--- src/rtl/plru_set_assoc_cache_model_unit_assert.svh ---
// assertion macros for the pseudo-lru cache tag model
// used by the top level; no other dependencies
`ifndef PLRU_SET_ASSOC_CACHE_MODEL_UNIT_ASSERT_SVH
`define PLRU_SET_ASSOC_CACHE_MODEL_UNIT_ASSERT_SVH
`ifndef ASSERT_OFF
`define PLRU_ASSERT_IMPL(label, clk, rst_n, ante, cons) \
    label: assert property (@(posedge clk) disable iff (!rst_n) (ante) |-> (cons)) \
        else $error("plru assertion failed");
`define PLRU_ASSERT_NEXT(label, clk, rst_n, ante, cons) \
    label: assert property (@(posedge clk) disable iff (!rst_n) (ante) |=> (cons)) \
        else $error("plru assertion failed");
`else
`define PLRU_ASSERT_IMPL(label, clk, rst_n, ante, cons)
`define PLRU_ASSERT_NEXT(label, clk, rst_n, ante, cons)
`endif
`endif

--- src/rtl/plru_pkg.sv ---
// shared constants, types and tree functions of the pseudo-lru cache tag model
// no dependencies
package plru_pkg;

    // geometry
    localparam int WAYS        = 8;
    localparam int SET_BITS    = 6;
    localparam int OFFSET_BITS = 6;

    // field widths
    localparam int ADDR_W    = 64;
    localparam int TAG_W     = 32;
    localparam int WAY_OUT_W = 4;
    localparam int CNT_W     = 32;

    // derived sizes
    localparam int NSETS  = 1 << SET_BITS;
    localparam int SET_W  = (SET_BITS > 0) ? SET_BITS : 1;
    localparam int TREE_L = $clog2(WAYS);
    localparam int TREE_N = (1 << TREE_L) - 1;
    localparam int TREE_W = (TREE_L > 0) ? TREE_N : 1;
    localparam int WAY_W  = (TREE_L > 0) ? TREE_L : 1;

    // command codes
    localparam logic CMD_READ  = 1'b0;
    localparam logic CMD_WRITE = 1'b1;

    typedef logic [TAG_W-1:0] t_tag;
    typedef logic [WAY_W-1:0] t_way;
    typedef logic [SET_W-1:0] t_set;

    // one set as stored in the tag ram
    typedef struct packed {
        logic [TREE_W-1:0] tree;
        logic [WAYS-1:0]   dirty;
        logic [WAYS-1:0]   valid;
        t_tag [WAYS-1:0]   tags;
    } t_row;

    localparam int ROW_W = $bits(t_row);

    // per-access lookup outcome
    typedef struct packed {
        logic hit;
        t_way way;
        logic evicted;
        logic evicted_dirty;
        t_tag evicted_tag;
    } t_lookup;

    // counter update request
    typedef struct packed {
        logic commit;
        logic command;
        logic miss;
        logic evicted;
        logic evicted_dirty;
    } t_stat_upd;

    // running counters
    typedef struct packed {
        logic [CNT_W-1:0] rd_acc;
        logic [CNT_W-1:0] wr_acc;
        logic [CNT_W-1:0] rd_miss;
        logic [CNT_W-1:0] wr_miss;
        logic [CNT_W-1:0] clean_ev;
        logic [CNT_W-1:0] dirty_ev;
    } t_stats;

    typedef enum logic {
        ST_IDLE,
        ST_LOOK
    } t_state;

    // set index from the bits just above the block offset
    function automatic t_set get_set(logic [ADDR_W-1:0] addr);
        logic [ADDR_W-1:0] sh;
        sh = addr >> OFFSET_BITS;
        return sh[SET_W-1:0] & SET_W'(NSETS - 1);
    endfunction

    // tag is the low bits above the set index
    function automatic t_tag get_tag(logic [ADDR_W-1:0] addr);
        logic [ADDR_W-1:0] sh;
        sh = addr >> (OFFSET_BITS + SET_BITS);
        return sh[TAG_W-1:0];
    endfunction

    // follow the tree bits from the root down to a leaf
    function automatic t_way pick_victim(logic [TREE_W-1:0] bits);
        int   node;
        int   w;
        logic b;
        node = 0;
        w    = 0;
        for (int i = 0; i < TREE_L; i++) begin
            b    = 1'(bits >> node);
            w    = (w << 1) | int'(b);
            node = 2 * node + 1 + int'(b);
        end
        // leaf beyond the way count folds back
        if (w >= WAYS) begin
            w = w - WAYS;
        end
        return WAY_W'(w);
    endfunction

    // point every node on the path of the used way away from it
    function automatic logic [TREE_W-1:0] touch_tree(logic [TREE_W-1:0] bits, t_way w);
        logic [TREE_W-1:0] r;
        int                lvl;
        int                pre;
        int                wi;
        r  = bits;
        wi = int'(w);
        for (int n = 0; n < TREE_W; n++) begin
            if (n < TREE_N) begin
                lvl = $clog2(n + 2) - 1;
                pre = n + 1 - (1 << lvl);
                if ((wi >> (TREE_L - lvl)) == pre) begin
                    r[n] = ~1'(wi >> (TREE_L - 1 - lvl));
                end
            end
        end
        return r;
    endfunction

endpackage

--- src/rtl/plru_stats.sv ---
// running access, miss and eviction counters, wrapping
// depends on plru_pkg
module plru_stats (
    input  logic                i_clk,
    input  logic                i_rst_n,
    input  plru_pkg::t_stat_upd i_upd,
    output plru_pkg::t_stats    o_stats
);

    plru_pkg::t_stats r_stats;
    plru_pkg::t_stats n_stats;

    // next counts for one committed transaction
    always_comb begin
        n_stats = r_stats;
        if (i_upd.commit) begin
            if (i_upd.command == plru_pkg::CMD_WRITE) begin
                n_stats.wr_acc = r_stats.wr_acc + 1'b1;
                if (i_upd.miss) begin
                    n_stats.wr_miss = r_stats.wr_miss + 1'b1;
                end
            end else begin
                n_stats.rd_acc = r_stats.rd_acc + 1'b1;
                if (i_upd.miss) begin
                    n_stats.rd_miss = r_stats.rd_miss + 1'b1;
                end
            end
            if (i_upd.evicted) begin
                if (i_upd.evicted_dirty) begin
                    n_stats.dirty_ev = r_stats.dirty_ev + 1'b1;
                end else begin
                    n_stats.clean_ev = r_stats.clean_ev + 1'b1;
                end
            end
        end
    end

    // counter registers
    always_ff @(posedge i_clk) begin
        if (!i_rst_n) begin
            r_stats <= '0;
        end else begin
            r_stats <= n_stats;
        end
    end

    assign o_stats = r_stats;

endmodule

--- config.mk ---
export PLATFORM = sky130hd
export DESIGN_NAME = plru_stats
export DESIGN_NICKNAME = d
export VERILOG_FILES = /design/src/rtl/plru_set_assoc_cache_model_unit_assert.svh /design/src/rtl/plru_pkg.sv /design/src/rtl/plru_stats.sv
export SDC_FILE = /design/constraint.sdc
export NUM_CORES = 1
export LEC_CHECK = 0
export ABC_CLOCK_PERIOD_IN_PS = 2700
export CAP_MARGIN = 10
export CORE_ASPECT_RATIO = 0.6
export CORE_MARGIN = 3
export CORE_UTILIZATION = 51
export DETAILED_ROUTE_END_ITERATION = 8
export DONT_BUFFER_PORTS = 1
export PLACE_DENSITY = 0.66
export SETUP_SLACK_MARGIN = 0.05
export SKIP_LAST_GASP = 1
export SLEW_MARGIN = 25
export SYNTH_ARGS = -nofsm -noshare
export SYNTH_HDL_FRONTEND = slang
export SYNTH_SLANG_ARGS = --single-unit
--- constraint.sdc ---
create_clock -name i_clk -period 2.7 [get_ports i_clk]
set_clock_uncertainty 0.15 [all_clocks]
set_input_delay 0.27 -clock i_clk [delete_from_list [all_inputs] [get_ports i_clk]]
set_output_delay 0.27 -clock i_clk [all_outputs]
set_load 0.02 [all_outputs]
### Word level (Yosys, flattened, before mapping)

Cells that the tools add are included.

* register bits: 192
* logic and storage cells: 20

* add/sub/neg operators: 6
* bitwise operators: 2
* reduce and logical (&&, ||, !) cells: 6

Operator list (number)
* $add 32x1->32 const B: 6
* $reduce_and 3->1: 4
* $reduce_and 2->1: 2
* $not 1->1: 2

### Depth between registers and ports, before layout

* word-level depth: 2
* mapped depth: 7
* mapped depth without buffers: 5

### Worst setup path before layout

Ideal clock, no wire load.

* path kind: register to register
* start: register r_stats (netlist bit o_stats[96])
* end: register r_stats (netlist bit o_stats[126])
* arrival time: 2.209 ns
* required time: 2.478 ns
* path slack: 0.269 ns
* cell stages (with the launch flop): 8
* buffers on the path: 2
* clock period less this slack: 2.431 ns
* cells stage by stage: dfxtp_1 -> ha_1 -> nand4_1 -> or4_1 -> clkbuf_1 -> buf_2 -> nor4_1 -> mux2i_1

* word-level cells in the longest chain between the ends: 1

RTL lines
* start: declaration: line plru_stats.sv:10 `plru_pkg::t_stats r_stats;`
* start signal: assignment: line plru_stats.sv:43 `r_stats <= n_stats;`
* $add 32x1->32: line plru_stats.sv:25 `n_stats.rd_miss = r_stats.rd_miss + 1'b1;`

No other way between the ends.
A chain may end at the register's enable or synchronous reset.

### Worst setup path after layout

* start: register r_stats (netlist bit o_stats[68])
* end: register r_stats (netlist bit o_stats[95])

* word-level cells in the longest chain between the ends: 1

RTL lines
* $add 32x1->32: line plru_stats.sv:20 `n_stats.wr_miss = r_stats.wr_miss + 1'b1;`

No other way between the ends.

==> summary.md <==
| Metric | Value |
|---|---|
| Met1 usage | `between 30 and 40%` |
| GRT Util Overall | `a little under a quarter` |
| Initial antenna violation count | `0` |
| Wirelength per Cell | `about 18 um` |
| VDD IR-drop max | `~0.38 mV` |
| Finished Cell Area | `0.0105 mm2` |
| Hold path cells | `2` |
| Worst path bufs/invs | `2` |
| Slowest library cell on the worst path | `dlygate4sd3_1` |
| Min Tclk post-route | `about 2.5 ns` |
| Clk Latency, worst-skew pair | `approximately 0.43 ns` |
| Sink Count | `between 150 and 200` |
| Vias/cell | `just over 6` |
| Clock slew at reported path FFs | `approximately 0.070 ns` |
| Antenna cells | `0` |
| Core Util, Final | `about 60%` |
| Final slew viol count | `0` |
| EDFF count, synth | `0` |
| Width of the die | `around 180 um` |
| Worst-path cell chain | `and3_1, nand4_1, buf_4, o31a_1, o21a_1, dlygate4sd3_1` |
| I/O pin count | `roughly 200` |
| Worst Setup Path Type | `flip-flop to flip-flop` |
| Status | `finished, final reports clean` |
| Fin. Hold Viols | `0` |
| Initial DRC count | `610` |
| Synth warn | `0` |
| Critical path arrival | `approximately 2.7 ns` |
| Top fanout value on the critical path | `18` |
| CTS resizes | `0` |
| Share of cells above drive strength 1 | `between 10% and 20%` |
| Power Dens Cells | `554 mW/mm2` |
| MaxCap Viol Count | `0` |
| Post-Syn Nets | `about 1100` |
| DRC viols | `0` |
| Async SR Flop Fraction | `0%` |
| Simple-gate area share of the yosys netlist | `between 30% and 40%` |
| Distinct cells, synth | `39` |
| Synthesized area | `0.00920 mm2` |
| Vias in the first global route | `7158` |
| Crit-path max cell delay | `roughly 0.54 ns` |
| Static Leak | `about 0.0032 uW` |
| Yosys reg bits | `about 190` |
| Slew HR | `a little over three fifths` |
| DR vias | `approximately 8500` |
| Cell row count | `37` |
| Global-route met3 utilization | `around 8.4%` |
| Post-CTS setup repair buffer count | `0` |
| Max reg flops | `192` |
| Largest family of logic cells by synthesized area | `simple AND/OR/NAND/NOR gates` |
| RSZ-0062 raised after global routing | `false` |
| GRT met2 Usage | `between 30% and 40%` |
| Port bufs | `0` |
| Nets | `around 1100` |
| DP Wirelength | `16900 um` |
| Synth Instances | `~1100` |
| Worst Max-Slew Pin Slew | `0.562 ns` |
| Largest net degree at the start of global routing | `70` |
| Clk buf depth | `2` |
| Die Span Y | `around 110 um` |
| First-pass GRT wire length | `roughly 38000 um` |
| HP Class | `input pin to flip-flop` |
| Footprint of the multi-input gates | `just under 0.005 mm2` |
| Xor/xnor share of the synthesized area | `approximately 5.8%` |
| Fin cells | `1361` |
| Area growth, synth to finish | `13.6%` |
| Worst path depth | `6` |
| Final period utilization | `a little over nine tenths` |
| Root Buffer | `clkbuf_16` |
| Max Clock Freq | `between 300 and 400 MHz` |
| RePlAce Congestion | `~0.83` |
| Count of final setup violators | `0` |
| Placed cells | `approximately 1300` |
| Crit start category | `flip-flop` |
| Total routed wirelength | `approximately 24000 um` |
| Router iterations before antenna repair | `7` |
| Most common cell after layout, fill and taps aside | `dfxtp_1` |
| DP Area | `between 0.009 and 0.01 mm2` |
| FF/Latch Area | `between 0.003 and 0.004 mm2` |
| CTS buffer count | `17` |
| Fillcell total | `about 1600` |
| Die ar. | `0.0197 mm2` |
| Worst setup EP type | `flip-flop` |
| Most frequent cells in the layout | `dfxtp_1, a21oi_1, or4_1` |
| Compound-cell area share of the yosys netlist | `around 15%` |
| Antenna-violating nets left | `0` |
| Post-synthesis adder-cell area fraction | `less than 1%` |
| H-tree levels | `4` |
| Core ar. | `0.0174 mm2` |
| Reg2Reg Depth | `6` |
| Design Power | `between 5000 and 6000 uW` |
| Most used routing layer | `met1` |
| Starting Density | `between 50 and 60%` |
| Clock tree from TritonCTS | `yes` |
| Register area share after synthesis | `41.8%` |
| Mux contribution to synthesized area | `about 1.5%` |
| Grt ovf | `0` |
| Predominant post-synthesis flop cell | `dfxtp_1` |
| Crit-path leading delay family | `buffers and inverters` |
| Mapped Avg Cell Area | `around 8.4 um2` |
| Worst EP required | `~2.9 ns` |
| Setup TNS | `0 ns` |
cell type report:
cell class,instances,share of cell area [%]
multi-input combinational,798,47.3
timing repair buffer,78,5.87
clock inverter,11,1.89
tap,234,2.80
sequential,192,36.8
clock buffer,21,4.31
inverter,27,1.02
metal layers:
metal  vias up  part of all wire, %
li1       4179                    -
met1      4035                   49
met2       258                   41
met3        18                  9.5
met4         0                 0.89
met5         -                    0
kinds of logic (layout without fill, tap and decap cells):
| kind of cell | Yosys count | count (layout) |
|---|---|---|
| adder cells (fa/ha/maj) | 6 | 6 |
| XOR/XNOR | 61 | 61 |
| flip-flops | 192 | 192 |
| buffers and inverters | 101 | 137 |
| multiplexers | 14 | 14 |
| AO/OA/AOI/OAI | 230 | 230 |
| AND/OR/NAND/NOR | 487 | 487 |
where the power goes:
group | internal (uW) | switching, uW
sequential | 2840 | 9.06
combinational | 38.1 | 94.4
clock | 1680 | 1130
total | 4560 | 1230
cell usage after synthesis, types with 3 or more instances:
cell type / count / area share (%)
or3_1: 30 / 2.0
xor2_1: 33 / 3.1
and2_1: 10 / 0.68
o311ai_0: 4 / 0.38
nand2_1: 83 / 3.4
mux2i_1: 14 / 1.5
buf_2: 9 / 0.49
o41ai_1: 6 / 0.57
nand4_1: 63 / 4.3
nor3_1: 10 / 0.54
buf_1: 5 / 0.20
o31ai_1: 76 / 6.2
or2_2: 3 / 0.20
nor2_1: 64 / 2.6
dfxtp_1: 192 / 42
nand3_1: 51 / 2.8
o21ai_0: 30 / 1.6
and4_1: 23 / 2.2
and3_1: 13 / 0.88
clkbuf_1: 57 / 2.3
or4_1: 89 / 7.3
nor4_1: 23 / 1.6
nand2b_1: 14 / 0.95
a21oi_1: 112 / 6.1
ha_1: 6 / 0.82
xnor2_1: 28 / 2.7
inv_1: 27 / 1.1
path summary, 6_finish.rpt:
kind | slack, ns | start | to
worst max-delay path | 0.15 | o_stats[68] | o_stats[95]
worst min-delay path | 0.01 | i_rst_n | o_stats[72]
worst max register to register | 0.15 | o_stats[68] | o_stats[95]
worst min register to register | 0.42 | o_stats[2] | o_stats[30]
metrics by stage:
| step | setup WS, ns | hold WS [ns] |
|---|---|---|
| floorplan | 0.269 | 0.270 |
| global route | 0.0573 | 0.00859 |
| CTS | 0.170 | 0.0000144 |
| finish | 0.154 | 0.0109 |
| global placement | 0.314 | 0.247 |
| detailed placement | 0.259 | 0.251 |
repair_timing:
| action | 4_1_cts | 5_1_grt |
|---|---|---|
| setup endpoints to repair | 0 | 0 |
| hold buffers | 2 | 0 |
| endpoints found under the hold margin | 17 | 0 |
Note: power is estimated with default switching activity, not from simulation.
