### src/rtl/plru_set_assoc_cache_model_unit_assert.svh
// assertion macros for the pseudo-lru cache tag model
// used by the top level; no other dependencies
`ifndef PLRU_SET_ASSOC_CACHE_MODEL_UNIT_ASSERT_SVH
`define PLRU_SET_ASSOC_CACHE_MODEL_UNIT_ASSERT_SVH
`ifndef ASSERT_OFF
`define PLRU_ASSERT_IMPL(label, clk, rst_n, ante, cons) \
    label: assert property (@(posedge clk) disable iff (!rst_n) (ante) |-> (cons)) \
        else $error("plru assertion failed");
`define PLRU_ASSERT_NEXT(label, clk, rst_n, ante, cons) \
    label: assert property (@(posedge clk) disable iff (!rst_n) (ante) |=> (cons)) \
        else $error("plru assertion failed");
`else
`define PLRU_ASSERT_IMPL(label, clk, rst_n, ante, cons)
`define PLRU_ASSERT_NEXT(label, clk, rst_n, ante, cons)
`endif
`endif

### src/rtl/plru_ram.sv
// generic single-clock ram, one write and one read port, registered read
// no dependencies
module plru_ram #(
    parameter  int WIDTH  = 8,
    parameter  int DEPTH  = 16,
    localparam int ADDR_W = (DEPTH > 1) ? $clog2(DEPTH) : 1
) (
    input  logic              i_clk,
    input  logic              i_wr_en,
    input  logic [ADDR_W-1:0] i_wr_addr,
    input  logic [WIDTH-1:0]  i_wr_data,
    input  logic              i_rd_en,
    input  logic [ADDR_W-1:0] i_rd_addr,
    output logic [WIDTH-1:0]  o_rd_data
);

    logic [WIDTH-1:0] r_mem [DEPTH];
    logic [WIDTH-1:0] r_rd_data;

    // write port
    always_ff @(posedge i_clk) begin
        if (i_wr_en) begin
            r_mem[i_wr_addr] <= i_wr_data;
        end
    end

    // registered read port
    always_ff @(posedge i_clk) begin
        if (i_rd_en) begin
            r_rd_data <= r_mem[i_rd_addr];
        end
    end

    assign o_rd_data = r_rd_data;

endmodule

### config.mk
export PLATFORM = sky130hd
export DESIGN_NAME = plru_ram
export DESIGN_NICKNAME = d
export VERILOG_FILES = /design/src/rtl/plru_set_assoc_cache_model_unit_assert.svh /design/src/rtl/plru_ram.sv
export SDC_FILE = /design/constraint.sdc
export NUM_CORES = 1
export LEC_CHECK = 0
export BUFFER_PORTS_ARGS = -buffer_cell sky130_fd_sc_hd__buf_4
export CORE_MARGIN = 2
export CORE_UTILIZATION = 50
export CTS_BUF_LIST = sky130_fd_sc_hd__clkbuf_16
export CTS_CLUSTER_DIAMETER = 80
export DETAILED_ROUTE_END_ITERATION = 10
export MAX_ROUTING_LAYER = met4
export PLACE_DENSITY = 0.67
export SETUP_SLACK_MARGIN = 0.5
export SYNTH_ARGS = -nofsm -noshare
export SYNTH_HDL_FRONTEND = slang
export SYNTH_SLANG_ARGS = --single-unit
### constraint.sdc
create_clock -name i_clk -period 3.3 [get_ports i_clk]
set_input_delay 0.165 -clock i_clk [delete_from_list [all_inputs] [get_ports i_clk]]
set_output_delay 0.165 -clock i_clk [all_outputs]
set_load 0.05 [all_outputs]
Word-level counts from Yosys, hierarchy flattened
Memories as Yosys holds them, arrays and structs flattened. A register that Yosys moved wholly into a read port is not among the register bits.
Index checks and enable logic that the tools add are counted.
Word-level totals
  bits in registers: 0
  bits in writable memories: 128
  input bits: 19
  output and inout port bits: 8
  logic and storage cells: 3
  memories kept: 1
Operators by class
  multiplexer cells: 2
Memories
  r_mem: words 16, bits a word 8, read ports 1, clocked after Yosys merged registers in 1, write ports 1, line plru_ram.sv:17  | logic [WIDTH-1:0] r_mem [DEPTH];
Operator list (count)
  $mux W1: 2

Longest topological paths before layout
Gate-level depths: netlist of run 1.
  depth after elaboration: 2
  mapped depth: 5
  mapped depth without buffers: 3

Least setup slack after synthesis of run 1
Ideal clock, no wire load.
  path type: input to register
  from: in i_wr_addr[2]
  to: mem r_mem[0][0] (enable)
  arrival: 1.275 ns
  data required time: 2.917 ns
  setup slack: 1.642 ns
  stages: 2
  buffers on the path: 0
  path through: or3b_2 -> nor3_1
RTL lines
  from (decl): line plru_ram.sv:10  | input logic [ADDR_W-1:0] i_wr_addr,
  to (decl): line plru_ram.sv:17
Straight into the memory's write port.

==> flow_metrics.env, run 1 <==
export IMPL_syn_nets=248
export IMPL_synth_fa_ha_area_share_pct=0
export IMPL_grtUsageMet1_pct=26.0
export IMPL_max_cap_violations=0
export IMPL_chipWidth_um=106
export IMPL_synth_cell_types=18
export IMPL_postCtsResizedCells=0
export IMPL_cts_tree="yes"
export IMPL_rsz0062_at_grt="no"
export IMPL_setup_violations=0
export IMPL_synth_avg_cell_area_um2=22.8
export IMPL_top_usage_layer="met2"
export IMPL_max_slew_margin_pct=37.2
export IMPL_overflow=0
export IMPL_place_ws_ps=1340
export IMPL_grt_max_degree=33
export IMPL_finalHoldViolations=0
export IMPL_numCtsBuffers=17
export IMPL_fin_cells=417
export IMPL_synth_cells=229
export IMPL_crit_required_ps=3450
export IMPL_crit_arrival_ps=1680
export IMPL_p_leak_nw=2.03
export IMPL_regArea_um2=4080
export IMPL_yosysWarnings=0
export IMPL_fill_cells=722
export IMPL_antenna_cells=0
export IMPL_antenna_found_initial=0
export IMPL_portBuffers=26
export IMPL_dieHeight_um=106
export IMPL_fin_ws_ps=1760
export IMPL_ff2ff_path_depth=3
export IMPL_postCtsSetupRepairBufs=0
export IMPL_timing_fmax_mhz=651
export IMPL_fp_row_count=37
export IMPL_worst_pin_slew_ps=939
export IMPL_wirelength_um=9240
export IMPL_final_period_utilization_pct=46.6
export IMPL_wl_per_cell_um=22.2
export IMPL_start_util_pct=51.1
export IMPL_drive_gt1_share_pct=27.8
export IMPL_skew_ps=6.44
export IMPL_fin_util_pct=59.6
export IMPL_dr_pass1_iters=4
export IMPL_dp_cells=385
export IMPL_viasPerCell=5.59
export IMPL_clock_sinks=136
export IMPL_grtUsageTotal_pct=18.8
export IMPL_hold_class="primary input to register"
export IMPL_grt_pass1_wl_um=14200
export IMPL_use_met3_pct=5.09
export IMPL_use_met2_pct=27.3
export IMPL_vias=2330
export IMPL_cts_root_buffer="clkbuf_16"
export IMPL_clk_latency_ps=410
export IMPL_vdd_drop_max_uv=434
export IMPL_hpwl_um=5640
export IMPL_grt_pass1_vias=2414
export IMPL_synth_top_family_by_area="multiplexers"
export IMPL_fin_nets=287
export IMPL_p_per_area_nw_per_um2=644
export IMPL_cp_max_fo=32
export IMPL_tns_ps=0
export IMPL_ant_nets=0
export IMPL_multiInputGateArea_um2=1060
export IMPL_cts_hold_buf=0
export IMPL_cts_htree_levels=4
export IMPL_io_pins=27
export IMPL_post_route_drc_count=0
export IMPL_syn2layout_area_growth_pct=16.7
export IMPL_min_period_ps=1540
export IMPL_hold_depth=1
export IMPL_synth_area_mux_share_pct=14.8
export IMPL_slew_viol_final=0
export IMPL_outcome="completed"
export IMPL_detail_route_iter0_violations=205
export IMPL_fp_coreArea_um2=10200
export IMPL_cts_path_max_buffers=2
export IMPL_synth_area_um2=5230
export IMPL_die_area_um2=11300
export IMPL_cp_start_kind="primary input"
export IMPL_synth_compound_area_share_pct=2.30
export IMPL_cp_end_kind="register"
export IMPL_path_class="primary input to register"
export IMPL_ys_seq_elements=136
export IMPL_synth_xor_area_share_pct=0
export IMPL_ys_seq_area_share_pct=78.1
export IMPL_synth_simple_area_share_pct=3.14
export IMPL_clkSlewWorstSetupHoldPaths_ps=50
export IMPL_finalWeightedCongestion=0.738
==> power breakdown <==
part | total [W] | switching [W] | internal, W
Combinational | 0.000202 | 0.000123 | 0.0000788
Clock | 0.00177 | 0.000673 | 0.00110
Sequential | 0.00196 | 0.00000922 | 0.00195
==> metrics by stage <==
step	instance area [um^2]	hold slack (ps)	power, W
after CTS	6100	35.4	0.00396
after global placement	5540	461	0.00219
after detailed placement	5540	465	0.00220
final	6100	49.8	0.00393
after global routing	6100	47.9	0.00404
after floorplan	5230	264	0.00212
==> critical path: stages <==
cell and delay (ps):
buf_4 470, mux4_1 640, a22oi_1 300, nand2_1 90
==> metal layers <==
layer / share of wire [%] / vias up
met4: 1.2 / 0
met2: 49 / 95
met1: 43 / 1162
met5: 0 / -
met3: 6.0 / 9
li1: - / 1064
==> Yosys cell counts <==
| library cell | instances | area, um^2 |
|---|---|---|
| nand2b_1 | 2 | 12.5 |
| buf_6 | 3 | 33.8 |
| a22oi_1 | 16 | 120 |
| mux4_1 | 14 | 368 |
| nand3_1 | 1 | 5.00 |
| buf_2 | 3 | 15.0 |
| nand2_1 | 9 | 33.8 |
| and2b_1 | 1 | 7.51 |
| clkdlybuf4s25_2 | 3 | 30.0 |
| buf_4 | 1 | 7.51 |
| nor2b_1 | 1 | 6.26 |
| mux4_2 | 18 | 405 |
| nor2_1 | 13 | 48.8 |
| edfxtp_1 | 136 | 4080 |
| and2_1 | 1 | 6.26 |
| nor3_1 | 4 | 20.0 |
| or3b_2 | 1 | 8.76 |
| nand3b_1 | 2 | 15.0 |
==> final timing paths <==
path | slack (ps) | startpoint | to
setup / recovery | 1760 | i_rd_addr[0] | o_rd_data[1]
hold / removal | 50 | i_rd_en | o_rd_data[7]
setup reg to reg | 1780 | r_mem[5][1] | o_rd_data[1]
hold reg to reg | 750 | r_mem[15][1] | o_rd_data[1]
==> state kept, by name, indices dropped and copies added, names as in the netlist <==
signal and cells:
r_mem 128, o_rd_data 8
==> kinds of logic after synthesis <==
group                  after synthesis
and+or+nand+nor                     35
AOI/OAI and AO/OA                   16
muxes                               32
buffers and inverters               10
DFF                                136
==> layout make-up <==
class,instances,share of cell area [%]
multi-input cells,83,17.3
clock inverters,15,2.26
repair buffers,30,3.69
well taps,136,2.79
flip-flops and latches,136,67.0
clock buffers,17,6.97
==> placed cells by master, fill, tap and decap left out <==
master,instances
clkinv_4,3
nand2b_1,2
nor2b_1,1
and2_1,1
mux4_1,14
inv_1,1
clkinv_1,2
and2b_1,1
clkinv_2,5
clkinvlp_4,2
mux4_2,18
a22oi_1,16
nand3b_1,2
nand2_1,9
buf_4,30
bufinv_16,2
nor3_1,4
edfxtp_1,136
nand3_1,1
nor2_1,13
clkbuf_16,17
or3b_2,1
No activity file was read; power rests on OpenSTA's default activity.
==> run 2, diff against run 1 <==
- clock period: 3.3 -> 1.45 ns (I/O delays scaled with it)
==> flow_metrics.env, run 2 (synthesis gave the netlist of run 1 again) <==
export IMPL_hold_class="primary input to register"
export IMPL_fp_row_count=37
export IMPL_cp_max_fo=1
export IMPL_hold_depth=3
export IMPL_fin_cells=439
export IMPL_drive_gt1_share_pct=41.9
export IMPL_numCtsBuffers=17
export IMPL_tns_ps=0
export IMPL_timing_fmax_mhz=700
export IMPL_finalHoldViolations=0
export IMPL_largest_reg_flops=128
export IMPL_skew_ps=9.17
export IMPL_p_leak_nw=2.11
export IMPL_detail_route_iter0_violations=212
export IMPL_worst_pin_slew_ps=789
export IMPL_clkSlewWorstSetupHoldPaths_ps=60
export IMPL_slew_viol_final=0
export IMPL_clock_sinks=136
export IMPL_ant_nets=0
export IMPL_chipWidth_um=106
export IMPL_ff2ff_path_depth=3
export IMPL_dieHeight_um=106
export IMPL_grtUsageTotal_pct=19.1
export IMPL_wirelength_um=9520
export IMPL_rsz0062_at_grt="yes"
export IMPL_finalWeightedCongestion=0.728
export IMPL_hpwl_um=6060
export IMPL_p_per_area_nw_per_um2=1370
export IMPL_overflow=0
export IMPL_outcome="completed"
export IMPL_start_util_pct=51.1
export IMPL_die_area_um2=11300
export IMPL_cp_end_kind="register"
export IMPL_cp_start_kind="register"
export IMPL_viasPerCell=5.62
export IMPL_max_cap_violations=0
export IMPL_crit_arrival_ps=1570
export IMPL_dp_cells=396
export IMPL_dr_pass1_iters=4
export IMPL_antenna_cells=0
export IMPL_layout_commonest_cell="edfxtp_1"
export IMPL_grt_pass1_vias=2576
export IMPL_power_w=0.00889
export IMPL_portBuffers=26
export IMPL_antenna_found_initial=0
export IMPL_fin_nets=309
export IMPL_slowest_stage="mux4_2"
export IMPL_wl_per_cell_um=21.7
export IMPL_fp_coreArea_um2=10200
export IMPL_crit_chain="mux4_2 -> a22oi_2 -> nand2_1"
export IMPL_crit_required_ps=1590
export IMPL_grt_pass1_wl_um=14800
export IMPL_max_slew_margin_pct=47.3
export IMPL_cts_root_buffer="clkbuf_16"
export IMPL_cts_tree="yes"
export IMPL_path_class="register to register"
export IMPL_vdd_drop_max_uv=736
export IMPL_top_register="r_mem"
export IMPL_syn2layout_area_growth_pct=24.0
export IMPL_grt_max_degree=17
export IMPL_critPathMaxStageDelay_ps=500
export IMPL_final_period_utilization_pct=98.5
export IMPL_setup_violations=0
export IMPL_final_cell_mix="edfxtp_1, mux4_2, buf_4"
export IMPL_min_period_ps=1430
export IMPL_clk_latency_ps=400
export IMPL_post_route_drc_count=0
export IMPL_cts_path_max_buffers=2
export IMPL_vias=2469
export IMPL_io_pins=27
export IMPL_cts_htree_levels=4
export IMPL_fill_cells=669
-- run 2: worst paths after layout --
check / from / to / slack, ps
worst max-delay path: r_mem[11][0] / o_rd_data[0] / 20
worst min register to register: r_mem[12][4] / o_rd_data[4] / 760
worst max register to register: r_mem[11][0] / o_rd_data[0] / 20
worst min-delay path: i_wr_addr[1] / r_mem[4][4] / 200
-- run 2: repair_timing --
item	CTS	global route
hold buffers	9	0
pin swaps	0	3
hold endpoints to repair	136	0
setup buffers	0	2
resized for setup	12	1
gates cloned	0	0
endpoints found under the setup margin	16	34
-- run 2: power by group --
part / internal, W / switching (W)
combinational: 0.000258 / 0.000325
sequential: 0.00443 / 0.0000287
clock: 0.00221 / 0.00163
total: 0.00690 / 0.00198
-- run 2: area by class of cell --
type	count	area, um^2	area share, %
Clock inverter	15	119	1.83
Timing Repair Buffer	52	531	8.18
Clock buffer	17	425	6.56
Tap cell	136	170	2.62
Multi-Input combinational cell	83	1150	17.8
Sequential cell	136	4080	63.0
-- run 2: per-layer routing --
| layer | up-vias | track usage, % | part of all wire (%) |
|---|---|---|---|
| met5 | - | - | 0 |
| met4 | 0 | 5.64 | 0.56 |
| met3 | 6 | 4.54 | 5.5 |
| met2 | 82 | 29.2 | 51 |
| met1 | 1287 | 26.2 | 43 |
| li1 | 1094 | - | - |
-- run 2: stage by stage --
stage	utilization, %	hold slack [ps]	setup WS, ps	cell area (um^2)
final	63.4	201	21.8	6480
after global routing	63.4	198	-9.13	6480
after CTS	63.0	179	9.21	6450
after detailed placement	56.4	391	-140	5770
after global placement	56.4	383	-141	5770
after floorplan	-	171	175	5330
-- run 2: worst max-delay path, delay by kind of cell, from the launching register on --
family	cells	cell delay, ps
muxes	1	500
and+or+nand+nor	1	80
AOI/OAI and AO/OA	1	220
DFF	1	370
==> run 3, diff against run 2 <==
- HOLD_SLACK_MARGIN: not set -> 0.05
- REMOVE_ABC_BUFFERS: not set -> 1
- SETUP_SLACK_MARGIN: 0.5 -> 0.3
==> flow_metrics.env, run 3 (synthesis gave the netlist of run 1 again) <==
export IMPL_outcome="completed"
export IMPL_rsz0062_at_grt="yes"
export IMPL_crit_arrival_ps=1550
export IMPL_cp_end_kind="register"
export IMPL_dp_cells=407
export IMPL_min_period_ps=1400
export IMPL_crit_required_ps=1600
export IMPL_cp_start_kind="register"
export IMPL_grt_max_degree=17
export IMPL_hpwl_um=6260
export IMPL_fin_nets=318
export IMPL_portBuffers=26
export IMPL_place_ws_ps=-195
export IMPL_max_slew_margin_pct=68.1
export IMPL_cts_path_max_buffers=2
export IMPL_hold_class="primary input to register"
export IMPL_wl_met3_um=608
export IMPL_cts_tree="yes"
export IMPL_overflow=0
export IMPL_grt_pass1_vias=2599
export IMPL_grt_pass1_wl_um=15000
export IMPL_largest_reg_flops=128
export IMPL_grtUsageTotal_pct=19.5
export IMPL_wl_met2_um=4830
export IMPL_cp_startpoint="r_mem[8][2]"
export IMPL_max_cap_violations=0
export IMPL_wl_met1_um=4190
export IMPL_cp_max_fo=1
export IMPL_numCtsBuffers=17
export IMPL_path_class="register to register"
export IMPL_top_register="r_mem"
export IMPL_fill_cells=703
export IMPL_cts_root_buffer="clkbuf_16"
export IMPL_clock_sinks=136
export IMPL_skew_ps=7.31
export IMPL_final_cell_mix="edfxtp_1, buf_4, mux4_2"
export IMPL_wirelength_um=9710
export IMPL_dr_pass1_iters=4
export IMPL_viasPerCell=5.49
export IMPL_finalHoldViolations=0
export IMPL_post_route_drc_count=0
export IMPL_p_leak_nw=2.19
export IMPL_clkSlewWorstSetupHoldPaths_ps=60
export IMPL_ant_nets=0
export IMPL_layout_commonest_cell="edfxtp_1"
export IMPL_timing_fmax_mhz=712
export IMPL_fp_coreArea_um2=10200
export IMPL_p_per_area_nw_per_um2=1480
export IMPL_dieHeight_um=106
export IMPL_detail_route_iter0_violations=164
export IMPL_fp_row_count=37
export IMPL_slew_viol_final=0
export IMPL_worst_pin_slew_ps=478
export IMPL_final_period_utilization_pct=96.9
export IMPL_ff2ff_path_depth=3
export IMPL_antenna_cells=0
export IMPL_finalWeightedCongestion=0.736
export IMPL_timing_reg2reg_setup_slack_ps=50
export IMPL_cts_htree_levels=4
export IMPL_regToRegStartpoint="r_mem[8][2]"
export IMPL_start_util_pct=51.1
export IMPL_io_pins=27
export IMPL_fin_ws_ps=45.6
export IMPL_antenna_found_initial=0
export IMPL_top_layer="met4"
export IMPL_vias=2454
export IMPL_chipWidth_um=106
export IMPL_whs_ps=195
export IMPL_clk_latency_ps=400
export IMPL_vdd_drop_max_uv=663
export IMPL_syn2layout_area_growth_pct=24.6
export IMPL_fin_cells=447
export IMPL_die_area_um2=11300
export IMPL_setup_violations=0
export IMPL_endpoint="o_rd_data[2]"
export IMPL_drive_gt1_share_pct=40.2
export IMPL_timing_rr_end="o_rd_data[2]"
export IMPL_wl_per_cell_um=21.7
run 3: timing repair:
action	CTS	global route
hold buffers	9	0
buffers inserted	0	0
resized for setup	17	6
pin swaps	12	1
hold endpoints to repair	136	0
endpoints found under the setup margin	8	8
run 3: area by class of cell:
type / count / area, um^2 / share of cell area, %
repair buffers: 61 / 543 / 8.34
clock inverters: 14 / 223 / 3.42
multi-input cells: 83 / 1070 / 16.4
well taps: 136 / 170 / 2.61
clock buffers: 17 / 425 / 6.53
flip-flops and latches: 136 / 4080 / 62.7
run 3: where the power goes:
group	total (W)	internal [W]	switching, W
logic	0.000562	0.000251	0.000310
registers	0.00446	0.00443	0.0000253
clock network	0.00462	0.00306	0.00156
run 3: stage by stage:
step	total power (W)	setup TNS (ps)	area, um^2	utilization (%)
2_1_floorplan	0.00477	-923	5140	-
3_3_place_gp	0.00504	-651	5760	56.3
3_5_place_dp	0.00506	-828	5760	56.3
4_1_cts	0.00972	0	6510	63.6
5_1_grt	0.00992	-19.7	6510	63.7
6_report	0.00964	0	6510	63.7
run 3: routing by layer:
layer	vias to the layer above	track usage, %
met4	0	6.20
met3	8	4.48
li1	1111	-
met1	1260	26.4
met5	-	-
met2	75	30.0
run 3: worst min-delay path by stage:
stage	from	end	slack (ps)	cells past startpoint
floorplan	i_wr_data[0]	r_mem[0][0]	170	0
global placement	i_rd_en	o_rd_data[4]	370	1
detailed placement	i_rd_en	o_rd_data[4]	370	1
CTS	i_wr_addr[0]	r_mem[12][0]	170	3
global route	i_wr_addr[1]	r_mem[4][0]	200	3
finish	i_wr_addr[0]	r_mem[12][1]	190	3
run 3: critical path, cell delays in order, from the launching register on:
cell      delay (ps)
edfxtp_1         380
mux4_2           470
a22oi_2          230
nand2_1           70
