File: config.mk
export PLATFORM = sky130hd
export DESIGN_NAME = plru_lookup
export DESIGN_NICKNAME = d
export VERILOG_FILES = /design/src/rtl/plru_set_assoc_cache_model_unit_assert.svh /design/src/rtl/plru_pkg.sv /design/src/rtl/plru_lookup.sv
export SDC_FILE = /design/constraint.sdc
export NUM_CORES = 1
export LEC_CHECK = 0
export BUFFER_PORTS_ARGS = -buffer_cell sky130_fd_sc_hd__buf_2
export CORE_AREA = 5 5 245 247
export DETAILED_ROUTE_END_ITERATION = 8
export DIE_AREA = 0 0 250 252
export GPL_ROUTABILITY_DRIVEN = 0
export PLACE_DENSITY = 0.5
export SETUP_SLACK_MARGIN = 0.1
export SYNTH_ARGS = -nofsm -noshare
export SYNTH_HDL_FRONTEND = slang
export SYNTH_SLANG_ARGS = --single-unit
File: constraint.sdc
create_clock -name vclk -period 3.4
set_input_delay 0.17 -clock vclk [all_inputs]
set_output_delay 0.17 -clock vclk [all_outputs]
set_load 0.01 [all_outputs]
File: src/rtl/plru_set_assoc_cache_model_unit_assert.svh
// assertion macros for the pseudo-lru cache tag model
// used by the top level; no other dependencies
`ifndef PLRU_SET_ASSOC_CACHE_MODEL_UNIT_ASSERT_SVH
`define PLRU_SET_ASSOC_CACHE_MODEL_UNIT_ASSERT_SVH
`ifndef ASSERT_OFF
`define PLRU_ASSERT_IMPL(label, clk, rst_n, ante, cons) \
    label: assert property (@(posedge clk) disable iff (!rst_n) (ante) |-> (cons)) \
        else $error("plru assertion failed");
`define PLRU_ASSERT_NEXT(label, clk, rst_n, ante, cons) \
    label: assert property (@(posedge clk) disable iff (!rst_n) (ante) |=> (cons)) \
        else $error("plru assertion failed");
`else
`define PLRU_ASSERT_IMPL(label, clk, rst_n, ante, cons)
`define PLRU_ASSERT_NEXT(label, clk, rst_n, ante, cons)
`endif
`endif

File: src/rtl/plru_pkg.sv
// shared constants, types and tree functions of the pseudo-lru cache tag model
// no dependencies
package plru_pkg;

    // geometry
    localparam int WAYS        = 8;
    localparam int SET_BITS    = 6;
    localparam int OFFSET_BITS = 6;

    // field widths
    localparam int ADDR_W    = 64;
    localparam int TAG_W     = 32;
    localparam int WAY_OUT_W = 4;
    localparam int CNT_W     = 32;

    // derived sizes
    localparam int NSETS  = 1 << SET_BITS;
    localparam int SET_W  = (SET_BITS > 0) ? SET_BITS : 1;
    localparam int TREE_L = $clog2(WAYS);
    localparam int TREE_N = (1 << TREE_L) - 1;
    localparam int TREE_W = (TREE_L > 0) ? TREE_N : 1;
    localparam int WAY_W  = (TREE_L > 0) ? TREE_L : 1;

    // command codes
    localparam logic CMD_READ  = 1'b0;
    localparam logic CMD_WRITE = 1'b1;

    typedef logic [TAG_W-1:0] t_tag;
    typedef logic [WAY_W-1:0] t_way;
    typedef logic [SET_W-1:0] t_set;

    // one set as stored in the tag ram
    typedef struct packed {
        logic [TREE_W-1:0] tree;
        logic [WAYS-1:0]   dirty;
        logic [WAYS-1:0]   valid;
        t_tag [WAYS-1:0]   tags;
    } t_row;

    localparam int ROW_W = $bits(t_row);

    // per-access lookup outcome
    typedef struct packed {
        logic hit;
        t_way way;
        logic evicted;
        logic evicted_dirty;
        t_tag evicted_tag;
    } t_lookup;

    // counter update request
    typedef struct packed {
        logic commit;
        logic command;
        logic miss;
        logic evicted;
        logic evicted_dirty;
    } t_stat_upd;

    // running counters
    typedef struct packed {
        logic [CNT_W-1:0] rd_acc;
        logic [CNT_W-1:0] wr_acc;
        logic [CNT_W-1:0] rd_miss;
        logic [CNT_W-1:0] wr_miss;
        logic [CNT_W-1:0] clean_ev;
        logic [CNT_W-1:0] dirty_ev;
    } t_stats;

    typedef enum logic {
        ST_IDLE,
        ST_LOOK
    } t_state;

    // set index from the bits just above the block offset
    function automatic t_set get_set(logic [ADDR_W-1:0] addr);
        logic [ADDR_W-1:0] sh;
        sh = addr >> OFFSET_BITS;
        return sh[SET_W-1:0] & SET_W'(NSETS - 1);
    endfunction

    // tag is the low bits above the set index
    function automatic t_tag get_tag(logic [ADDR_W-1:0] addr);
        logic [ADDR_W-1:0] sh;
        sh = addr >> (OFFSET_BITS + SET_BITS);
        return sh[TAG_W-1:0];
    endfunction

    // follow the tree bits from the root down to a leaf
    function automatic t_way pick_victim(logic [TREE_W-1:0] bits);
        int   node;
        int   w;
        logic b;
        node = 0;
        w    = 0;
        for (int i = 0; i < TREE_L; i++) begin
            b    = 1'(bits >> node);
            w    = (w << 1) | int'(b);
            node = 2 * node + 1 + int'(b);
        end
        // leaf beyond the way count folds back
        if (w >= WAYS) begin
            w = w - WAYS;
        end
        return WAY_W'(w);
    endfunction

    // point every node on the path of the used way away from it
    function automatic logic [TREE_W-1:0] touch_tree(logic [TREE_W-1:0] bits, t_way w);
        logic [TREE_W-1:0] r;
        int                lvl;
        int                pre;
        int                wi;
        r  = bits;
        wi = int'(w);
        for (int n = 0; n < TREE_W; n++) begin
            if (n < TREE_N) begin
                lvl = $clog2(n + 2) - 1;
                pre = n + 1 - (1 << lvl);
                if ((wi >> (TREE_L - lvl)) == pre) begin
                    r[n] = ~1'(wi >> (TREE_L - 1 - lvl));
                end
            end
        end
        return r;
    endfunction

endpackage

File: src/rtl/plru_lookup.sv
// tag compare, fill and victim choice on one set, and the updated set
// depends on plru_pkg
module plru_lookup (
    input  plru_pkg::t_row    i_row,
    input  plru_pkg::t_tag    i_tag,
    input  logic              i_cmd,
    output plru_pkg::t_lookup o_res,
    output plru_pkg::t_row    o_row
);

    logic [plru_pkg::WAYS-1:0] hit_vec;
    logic                      any_hit;
    logic                      any_free;
    plru_pkg::t_way            hit_way;
    plru_pkg::t_way            free_way;
    plru_pkg::t_way            victim;
    plru_pkg::t_way            used;
    logic                      evict;

    // per-way tag match
    always_comb begin
        for (int w = 0; w < plru_pkg::WAYS; w++) begin
            hit_vec[w] = i_row.valid[w] && (i_row.tags[w] == i_tag);
        end
    end

    assign any_hit  = |hit_vec;
    assign any_free = ~&i_row.valid;

    // lowest matching way and lowest invalid way
    always_comb begin
        hit_way  = '0;
        free_way = '0;
        for (int w = plru_pkg::WAYS - 1; w >= 0; w--) begin
            if (hit_vec[w]) begin
                hit_way = plru_pkg::WAY_W'(w);
            end
            if (!i_row.valid[w]) begin
                free_way = plru_pkg::WAY_W'(w);
            end
        end
    end

    assign victim = plru_pkg::pick_victim(i_row.tree);
    assign evict  = !any_hit && !any_free;

    // way chosen for this access
    always_comb begin
        if (any_hit) begin
            used = hit_way;
        end else if (any_free) begin
            used = free_way;
        end else begin
            used = victim;
        end
    end

    // result fields
    always_comb begin
        o_res.hit           = any_hit;
        o_res.way           = used;
        o_res.evicted       = evict;
        o_res.evicted_dirty = evict && i_row.dirty[used];
        o_res.evicted_tag   = evict ? i_row.tags[used] : '0;
    end

    // updated set for write back
    always_comb begin
        o_row = i_row;
        if (any_hit) begin
            o_row.dirty[used] = i_row.dirty[used] | (i_cmd == plru_pkg::CMD_WRITE);
        end else begin
            o_row.valid[used] = 1'b1;
            o_row.tags[used]  = i_tag;
            o_row.dirty[used] = (i_cmd == plru_pkg::CMD_WRITE);
        end
        o_row.tree = plru_pkg::touch_tree(i_row.tree, used);
    end

endmodule

# --- Yosys cells after proc, flatten, opt, wreduce, memory -nomap -nowiden ---
# Index checks and enable logic that the tools add are counted.
# W data, S select, Z words.
totals:
  output_inout_bits: 317
  regBits: 0
classes:
  order_cmp: 3
  n_mux: 39
  bitwise_logic: 7
  n_reduce_logical: 16
  eq_ne: 11
  shifts: 2
  add_sub_neg: 4
op_table:
  columns: ["operator", "n"]
  rows:
  - ["$mux W264", 1]
  - ["$bwmux W256", 1]
  - ["$eq A32 B32 Y1", 8]
  - ["$bmux W32 S3", 1]
  - ["$demux W32 S3", 1]
  - ["$mux W32", 3]
  - ["$logic_not A32 Y1", 2]
  - ["$mux W3", 19]
  - ["$bwmux W8", 2]
  - ["$logic_and A1 B1 Y1", 11]
  - ["$mux W1", 8]
  - ["$mux W8", 1]
  - ["$or A8 B8 Y8", 1]
  - ["$reduce_and A8 Y1", 1]
  - ["$reduce_or A8 Y1", 1]
  - ["$shr A7 B2 Y1", 1]
  - ["$shr A7 B5 Y1", 1]
  - ["$add A4 B1 Y5", 1]
  - ["$add A3 B1 Y4 const B", 1]
  - ["$eq A2 B2 Y1 const B", 2]
  - ["$ge A3 B4 Y1 const B", 1]
  - ["$lt A3 B4 Y1 const B", 1]
  - ["$bmux W1 S3", 1]
  - ["$demux W1 S3", 1]
  - ["other kinds (9)", 11]

# --- Longest topological paths before layout ---
# Gate-level depths: netlist of run 1.
logic_depth:
  depth_word: 17
  mapped_depth: 15

# --- Least setup slack after synthesis of run 1 ---
# No wires, ideal clock.
synth_timing:
  path_type: "input -> output"
  from: "in i_tag[9]"
  to: "out o_res[2] (netlist name)"
  arrival_time_ps: 3056
  slack_ps: 174
  path_stages: 12
  path_cell_list: "buf_2 -> xor2_1 -> nor4_1 -> nand4_1 -> or4_1 -> o21ai_0 -> a31oi_1 -> o21ai_4 -> buf_2 -> buf_2 -> nor2_1 -> a2111oi_0"
synth_lines:
  columns: ["element", "line_no", "source"]
  rows:
  - ["from (decl)", "plru_lookup.sv:5", "input plru_pkg::t_tag i_tag,"]
  - ["to (decl)", "plru_lookup.sv:7", "output plru_pkg::t_lookup o_res,"]

==> results.yml, run 1 <==
status:
  status: "complete, but fails checks"
  violations: "setup timing"
finish:
  syn_to_final_growth_pct: 133
  regArea_um2: 0
  final_cell_area_mm2: 0.0231
  seq_cells: 0
  final_nets: 2573
  clock_buffers: 0
  fillCellCount: 5532
  layout-drive-gt1-share: 0.756
  instances_no_fill: 3027
drt:
  via_per_inst: 5.20
  ant_nets: 0
  vias: 15745
  wl_mm: 103
  drt_iter0_drc: 1386
  first_pass_iters: 5
  drc_errors: 0
  wire_per_inst_um: 34.2
setup_path:
  arrival_ns: 3.54
  end_kind: "output pin"
  cp_common_cell: "buf_12"
  worst-path-buf-inv: 9
  crit_required_ns: 3.23
  crit_chain: "buf_6 > buf_12 > buf_6 > xor2_2 > nor4_1 > nand3_1 > or4_4 > nand4_4 > a21oi_4 > buf_12 > buf_12 > buf_12 > buf_8 > mux2i_4 > mux2i_1 > nor2_1 > nor4b_2 > buf_4 > buf_6"
  slowest_delay_ns: 0.51
  cp_top_family: "simple AND/OR/NAND/NOR gates"
  cp_slowest_cell: "or4_4"
  critPathLaunchType: "input pin"
  cp_max_fo: 8
  worstSetupPathType: "input pin to output pin"
synth:
  synth_commonest_cells: "mux2_2 (235), xor2_1 (173), mux2i_1 (130)"
  seq_area_frac_synth: 0
  synth_most_common_cell: "mux2_2"
  synth_nets: 1501
  synth.distinct_cells: 59
  syn_avg_cell_area_um2: 8.33
  synth.largest_area_cell: "mux2_2"
  syn-instance-count: 1189
  synth_top_cell_area_share: 0.267
  yosys_warnings: 0
  synthTopCellsByArea: "mux2_2 (27%), xor2_1 (15%), mux2i_1 (13%)"
  syn-cell-area_mm2: 0.00991
grt:
  grt_pass1_vias: 16000
  grt_max_degree: 29
  track_usage: 0.291
  grt_pass1_wl_mm: 131
  grt-ovfl-total: 0
  antenna_found_initial: 9
sta:
  period_share: 1.09
  whs_ns: 0.655
  worstMarginPinSlew_ns: 0.734
  rsz0062_at_grt: "yes"
  tns_ns: -49.75
  max_freq_ghz: 0.269
  period_minus_slack_ns: 3.71
  final-setup-viol-count: 289
  hold_viol_final: 0
  drv_slew: 0
  slew_headroom: 0.509
  timing.final.ws_setup_ns: -0.315
placed_design:
  place_area_mm2: 0.0171
  portBuffers: 629
  place_inst: 2909
  place_ws_ns: -0.849
  dp_hpwl_mm: 80.5
cts:
  cts_hold_buf: 0
hold_path:
  hold_end: "o_row[276]"
  min_path_cells: 3
  hp-class: "input pin to output pin"
  hold_start: "i_row[276]"
floorplanning:
  die_h_um: 252
  initial_core_util: 0.173
  die_x_um: 250
  die-area_mm2: 0.0630
  core_area_mm2: 0.0574
  rows: 88
  io_pins: 629
pwr:
  pwr_density_cell_mw_per_mm2: 163
  p_leak_nw: 10.6
  irDropWorstVdd_uv: 88.6
job:
  max_cap_viol_count: 0
## layer usage
layer | up-vias | GRT usage | routed length (µm)
li1 | 6532 | - | -
met4 | 2 | 0.110 | 6130
met3 | 316 | 0.0526 | 8390
met5 | - | 0 | 15
met2 | 1183 | 0.494 | 47500
met1 | 7712 | 0.367 | 41400
## stage by stage
stage	util	power [mW]
after floorplan	-	1.12
after global placement	0.297	2.80
after detailed placement	0.297	2.81
after CTS	0.346	3.19
after global routing	0.403	3.86
final	0.403	3.77
## layout make-up
class	instances	area (µm²)	share of cell area
tap	765	957	0.0414
timing repair buffer	1197	10500	0.456
multi-input combinational	1055	11600	0.501
antenna	3	7.51	0.000325
inverter	7	31.3	0.00135
## cell usage in the layout (no fill, tap or decap), types with 5 or more instances in the layout
cell type  Yosys  routed
a21o_1         5       5
a21oi_1       10       6
buf_12         0      54
buf_16         0      13
buf_2         93     357
buf_4         13     444
buf_6          9     296
buf_8          0      17
clkbuf_16      0      14
inv_1          7       6
mux2_2       235     160
mux2_4        29     113
mux2i_1      130     109
mux2i_2        0       9
mux2i_4        0      12
nand2_1       32      27
nand2b_4       2       7
nand3_1       17      12
nand4_1       46      46
nand4b_1       8       8
nor2_1        41      37
nor3_1        16      13
nor4_1        89      51
nor4_2         0      29
nor4_4         0       9
nor4b_2        2       8
o21a_1        10      10
o21ai_0       11       7
o21ai_2        0       5
o221ai_1       9       8
o22ai_1       20      11
o22ai_2        0       8
or3_1          7       5
or4_4          4       6
xnor2_1       83      47
xnor2_2        0      24
xnor2_4        0      12
xor2_1       173     116
xor2_2         0      33
xor2_4         0      24
## kinds of logic (layout without fill, tap and decap cells)
group | count (synthesis) | after routing | share of synthesized area
AO/OA/AOI/OAI | 92 | 92 | 0.0662
XOR/XNOR | 256 | 256 | 0.226
buffers and inverters | 134 | 1204 | 0.0743
multiplexers | 403 | 403 | 0.453
other | 0 | 3 | 0
AND/OR/NAND/NOR | 304 | 304 | 0.181
## tightest hold or removal path, stage by stage
cell and delay [ns]:
buf_2 0.09, a21o_1 0.10, buf_2 0.12
## power breakdown
part / switching [mW] / leakage [nW] / internal, mW
combinational: 1.95 / 10.6 / 1.82
sequential: 0 / 0 / 0
clock: 0 / 0.0000190 / 0.000000118
total: 1.95 / 10.6 / 1.82
## worst max path at each step
stage	endpoint	slack (ns)	cells after the start	startpoint
2_1_floorplan	o_res[2]	0.17	12	i_tag[9]
6_report	o_res[20]	-0.31	19	i_tag[10]
5_1_grt	o_row[23]	-0.33	15	i_tag[4]
3_3_place_gp	o_res[20]	-0.87	16	i_tag[24]
4_1_cts	o_res[4]	-0.22	17	i_tag[30]
3_5_place_dp	o_res[20]	-0.85	16	i_tag[30]
## repair_timing
item,4_1_cts,5_1_grt
endpoints found under the setup margin,312,310
gates cloned,15,16
gates resized for setup,373,494
buffers inserted,40,47
pin swaps,64,74
(Power assumes the default switching activity.)
==> run 2, diff against run 1 <==
- ABC_AREA: not set -> 1
- PLACE_DENSITY: 0.5 -> 0.51
==> results.yml, run 2 <==
floorplanning:
  die_h_um: 252
  die-area_mm2: 0.0630
  rows: 88
  die_x_um: 250
  io_pins: 629
  core_area_mm2: 0.0574
  initial_core_util: 0.177
grt:
  grt_util_met3: 0.0659
  grt_max_degree: 40
  track_usage: 0.295
  grt_use_met1: 0.363
  grt_pass1_vias: 16737
  grt_pass1_wl_mm: 133
  grt-ovfl-total: 0
  antenna_found_initial: 21
  grtUsageMet2: 0.504
  grt.busiest_layer: "met2"
drt:
  first_pass_iters: 9
  wl_mm: 101
  vias: 18014
  via_per_inst: 4.94
  drc_errors: 14
  ant_nets: 0
  drt_iter0_drc: 1911
  wire_per_inst_um: 27.7
synth:
  synth_commonest_cells: "nand2_1 (919), inv_1 (243), nor2_1 (212)"
  synth_nets: 2517
  syn-cell-area_mm2: 0.0101
  synth.distinct_cells: 40
  syn_avg_cell_area_um2: 4.60
  synth.largest_area_cell: "nand2_1"
  synth_top_cell_area_share: 0.340
  syn-instance-count: 2205
  synthTopCellsByArea: "nand2_1 (34%), o21ai_0 (10%), inv_1 (9.0%)"
  seq_area_frac_synth: 0
  yosys_warnings: 0
  synth_most_common_cell: "nand2_1"
pwr:
  sw_frac_of_total: 0.657
  p_seq_frac: 0
  pwr_density_cell_mw_per_mm2: 153
  combinationalPowerShare: 1.000
  power_mw: 2.37
  irDropWorstVdd_uv: 54.9
  switchingPower_mw: 1.56
  p_int_mw: 0.812
  pwr-share-clk: 0
  p_leak_nw: 9.05
finish:
  layout_commonest_cell: "nand2_1"
  clock_buffers: 0
  final_core_util: 0.270
  layout-drive-gt1-share: 0.333
  final_cell_area_mm2: 0.0155
  syn_to_final_growth_pct: 52.3
  layout_common_cells: "nand2_1 (903), buf_2 (614), inv_1 (240), nor2_1 (195), o21ai_0 (192)"
  regArea_um2: 0
  final_nets: 3186
  fillCellCount: 6887
  seq_cells: 0
hold_path:
  hp-class: "input pin to output pin"
  min_path_cells: 4
status:
  violations: "DRC"
  status: "complete, but fails checks"
placed_design:
  dp_hpwl_mm: 87.8
  place_ws_ns: -0.334
  portBuffers: 629
  place_area_mm2: 0.0151
cts:
  cts_hold_buf: 0
sta:
  drv_slew: 0
  timing.final.ws_setup_ns: 0.0948
  period_minus_slack_ns: 3.31
  rsz0062_at_grt: "no"
  worstMarginPinSlew_ns: 0.472
  max_freq_ghz: 0.303
  whs_ns: 0.659
  slew_headroom: 0.682
  hold_viol_final: 0
  final-setup-viol-count: 0
  period_share: 0.972
job:
  max_cap_viol_count: 0
setup_path:
  critPathLaunchType: "input pin"
  arrival_ns: 3.14
  end_kind: "output pin"
  crit_required_ns: 3.23
  worstSetupPathType: "input pin to output pin"
  cp_max_fo: 39
run 2: cell types whose count changed after synthesis, moves of 130 or more:
cell     delta
mux2i_1   -130
o21ai_1   +173
nand2_1   +887
nor2_1    +171
inv_1     +236
o21ai_0   +193
xor2_1    -164
mux2_2    -235
run 2: layout make-up:
cell class,count,area (µm²),area share
multi-input combinational,1780,8430,0.545
timing repair buffer,808,4960,0.321
inverter,284,1100,0.0714
tap,765,957,0.0619
antenna,6,15.0,0.000971
run 2: critical path, cell delays in order:
cell and delay [ns]:
buf_2 0.11, clkinvlp_4 0.20, nand2_1 0.17, o21ai_0 0.11
a21oi_1 0.19, nand2_1 0.11, nor2_1 0.18, nand3_1 0.15
nand2_2 0.13, inv_2 0.05, nand2_4 0.10, nor2_8 0.05
nor2_2 0.08, nand2_2 0.08, nand2_4 0.10, buf_6 0.17
nand2_8 0.08, inv_4 0.14, nand2_2 0.12, buf_12 0.20
nand2_1 0.13, o21ai_1 0.08, buf_2 0.16
run 2: worst paths after layout:
path / start / end / slack, ns
hold / removal: i_row[131] / o_row[131] / 0.66
setup / recovery: i_tag[25] / o_row[187] / 0.09
run 2: cells by family (layout without fill, tap and decap cells):
group,count (synthesis),after routing,synth area share
xor+xnor,65,65,0.0561
simple gates,1250,1250,0.500
compound gates,465,465,0.252
other cells,0,6,0
buf+inv,425,1092,0.191
run 2: what timing repair did:
item                       4_1_cts  5_1_grt
setup buffers                    0        9
gates resized for setup         16       85
setup endpoints to repair      189      295
cloned                           0        0
pin swaps                        1       14
run 2: routing by layer:
layer,vias to the layer above,routed length (µm)
met1,8151,38800
met5,-,78
met2,1336,46300
met4,14,5310
met3,279,10500
li1,8234,-
run 2: power by group through the flow:
stage / logic (mW) / clock network [mW] / registers [mW]
after detailed placement: 2.27 / 0 / 0
after CTS: 2.29 / 0 / 0
after global placement: 2.27 / 0 / 0
after global routing: 2.50 / 0.000000118 / 0
after floorplan: 1.02 / 0 / 0
final: 2.37 / 0.000000237 / 0
run 2: stage by stage:
stage          TNS, ns  cells
5_1_grt              0   3640
6_report             0   3643
2_1_floorplan        0   2205
3_5_place_dp     -1.02   3628
4_1_cts              0   3628
3_3_place_gp    -0.481   3628
==> run 3, diff against run 2 <==
- PLACE_DENSITY: 0.51 -> 0.36
- SETUP_SLACK_MARGIN: 0.1 -> 0.3
==> results.yml, run 3 (synthesis gave the netlist of run 2 again) <==
finish:
  syn_to_final_growth_pct: 82.2
  final_cell_area_mm2: 0.0185
  seq_cells: 0
  layout-drive-gt1-share: 0.423
  layout_common_cells: "nand2_1 (844), buf_2 (584), inv_1 (234), buf_4 (185), o21ai_1 (177)"
  clock_buffers: 0
  fillCellCount: 6680
  final_nets: 3297
  layout_commonest_cell: "nand2_1"
  regArea_um2: 0
job:
  max_cap_viol_count: 0
setup_path:
  critPathLaunchType: "input pin"
  critPathLaunch: "i_row[153]"
  worstSetupPathType: "input pin to output pin"
  cp_slowest_cell: "inv_1"
  cp_top_family: "simple AND/OR/NAND/NOR gates"
  worst-path-buf-inv: 8
  cp_common_cell: "nand2_4"
  arrival_ns: 3.06
  slowest_delay_ns: 0.20
  crit_chain: "buf_2 > inv_1 > nand2_1 > o21ai_2 > a21oi_1 > nand3_2 > nor2_2 > nand2_1 > nand2_2 > nor2_4 > inv_2 > nor2_8 > nor2_4 > nand2_4 > nand2_8 > inv_4 > nand2_4 > inv_2 > nand2_4 > buf_12 > clkbuf_16 > o21ai_4 > buf_4"
  cp_max_fo: 9
  crit_required_ns: 3.23
  end_kind: "output pin"
floorplanning:
  die-area_mm2: 0.0630
  io_pins: 629
  rows: 88
  initial_core_util: 0.177
  die_x_um: 250
  die_h_um: 252
  core_area_mm2: 0.0574
drt:
  drc_errors: 0
  vias: 19179
  wl_mm: 111
  first_pass_iters: 6
  via_per_inst: 5.11
  wire_per_inst_um: 29.7
  drt_iter0_drc: 2273
  ant_nets: 0
grt:
  grt_pass1_vias: 17879
  grt_max_degree: 40
  track_usage: 0.313
  grt_pass1_wl_mm: 143
  grt-ovfl-total: 0
  antenna_found_initial: 10
pwr:
  p_seq_frac: 0
  power_mw: 2.81
  pwr-share-clk: 0
  combinationalPowerShare: 1.000
  p_leak_nw: 10.3
  sw_frac_of_total: 0.628
  pwr_density_cell_mw_per_mm2: 152
  p_int_mw: 1.04
  switchingPower_mw: 1.76
  irDropWorstVdd_uv: 59.8
placed_design:
  place_area_mm2: 0.0152
  dp_hpwl_mm: 88.6
  portBuffers: 629
sta:
  worstMarginPinSlew_ns: 0.466
  period_minus_slack_ns: 3.23
  max_freq_ghz: 0.310
  hold_viol_final: 0
  drv_slew: 0
  final-setup-viol-count: 0
  slew_headroom: 0.687
  rsz0062_at_grt: "yes"
  period_share: 0.950
hold_path:
  hold_start: "i_row[49]"
  hp-class: "input pin to output pin"
status:
  status: "finished clean"
run 3: cell count changes in the layout (fill, tap and decap cells not counted), sizes merged:
cell,before,now
buf,799,899
clkbuf,9,17
inv,281,276
bufbuf,0,3
clkinvlp,2,5
clkinv,1,3
diode,6,5
run 3: path summary, 6_finish.rpt:
path | end | slack, ns | cells past startpoint
max | o_row[6] | 0.17 | 23
min | o_row[49] | 0.66 | 4
run 3: per-layer routing:
metal | vias to the layer above | global-route usage | share of wire
met4 | 8 | 0.0992 | 0.047
met3 | 230 | 0.0522 | 0.092
met5 | - | 0 | 0.00038
li1 | 8467 | - | -
met1 | 9146 | 0.395 | 0.39
met2 | 1328 | 0.546 | 0.47
run 3: through the flow:
step / utilization / hold slack (ns) / TNS (ns) / std cells / worst slack (ns)
after floorplan: - / 0.455 / 0 / 2205 / 0.671
after global routing: 0.322 / 0.682 / 0 / 3749 / 0.163
after global placement: 0.265 / 0.674 / -10.22 / 3648 / -0.317
after CTS: 0.290 / 0.679 / 0 / 3695 / 0.233
final: 0.322 / 0.661 / 0 / 3753 / 0.169
after detailed placement: 0.265 / 0.678 / -13.07 / 3648 / -0.335
run 3: area by class of cell:
type,count,area (µm²),share of cell area
antenna,5,12.5,0.000677
inverter,284,1220,0.0660
tap,765,957,0.0518
timing repair buffer,919,6840,0.370
multi-input combinational,1780,9460,0.512
run 3: power by group through the flow:
stage / logic (mW) / clock network (mW) / registers [mW]
detailed placement: 2.32 / 0 / 0
finish: 2.81 / 0.000000102 / 0
floorplan: 1.02 / 0 / 0
global route: 2.93 / 0.0000000396 / 0
CTS: 2.50 / 0 / 0
global placement: 2.33 / 0 / 0
run 3: what timing repair did:
| action | CTS | global route |
|---|---|---|
| buffers inserted | 39 | 38 |
| hold buffers | 0 | 0 |
| endpoints found under the hold margin | 0 | 0 |
| gates resized for setup | 231 | 352 |
| pin swaps | 36 | 117 |
| endpoints found under the setup margin | 306 | 302 |
| gates cloned | 8 | 15 |
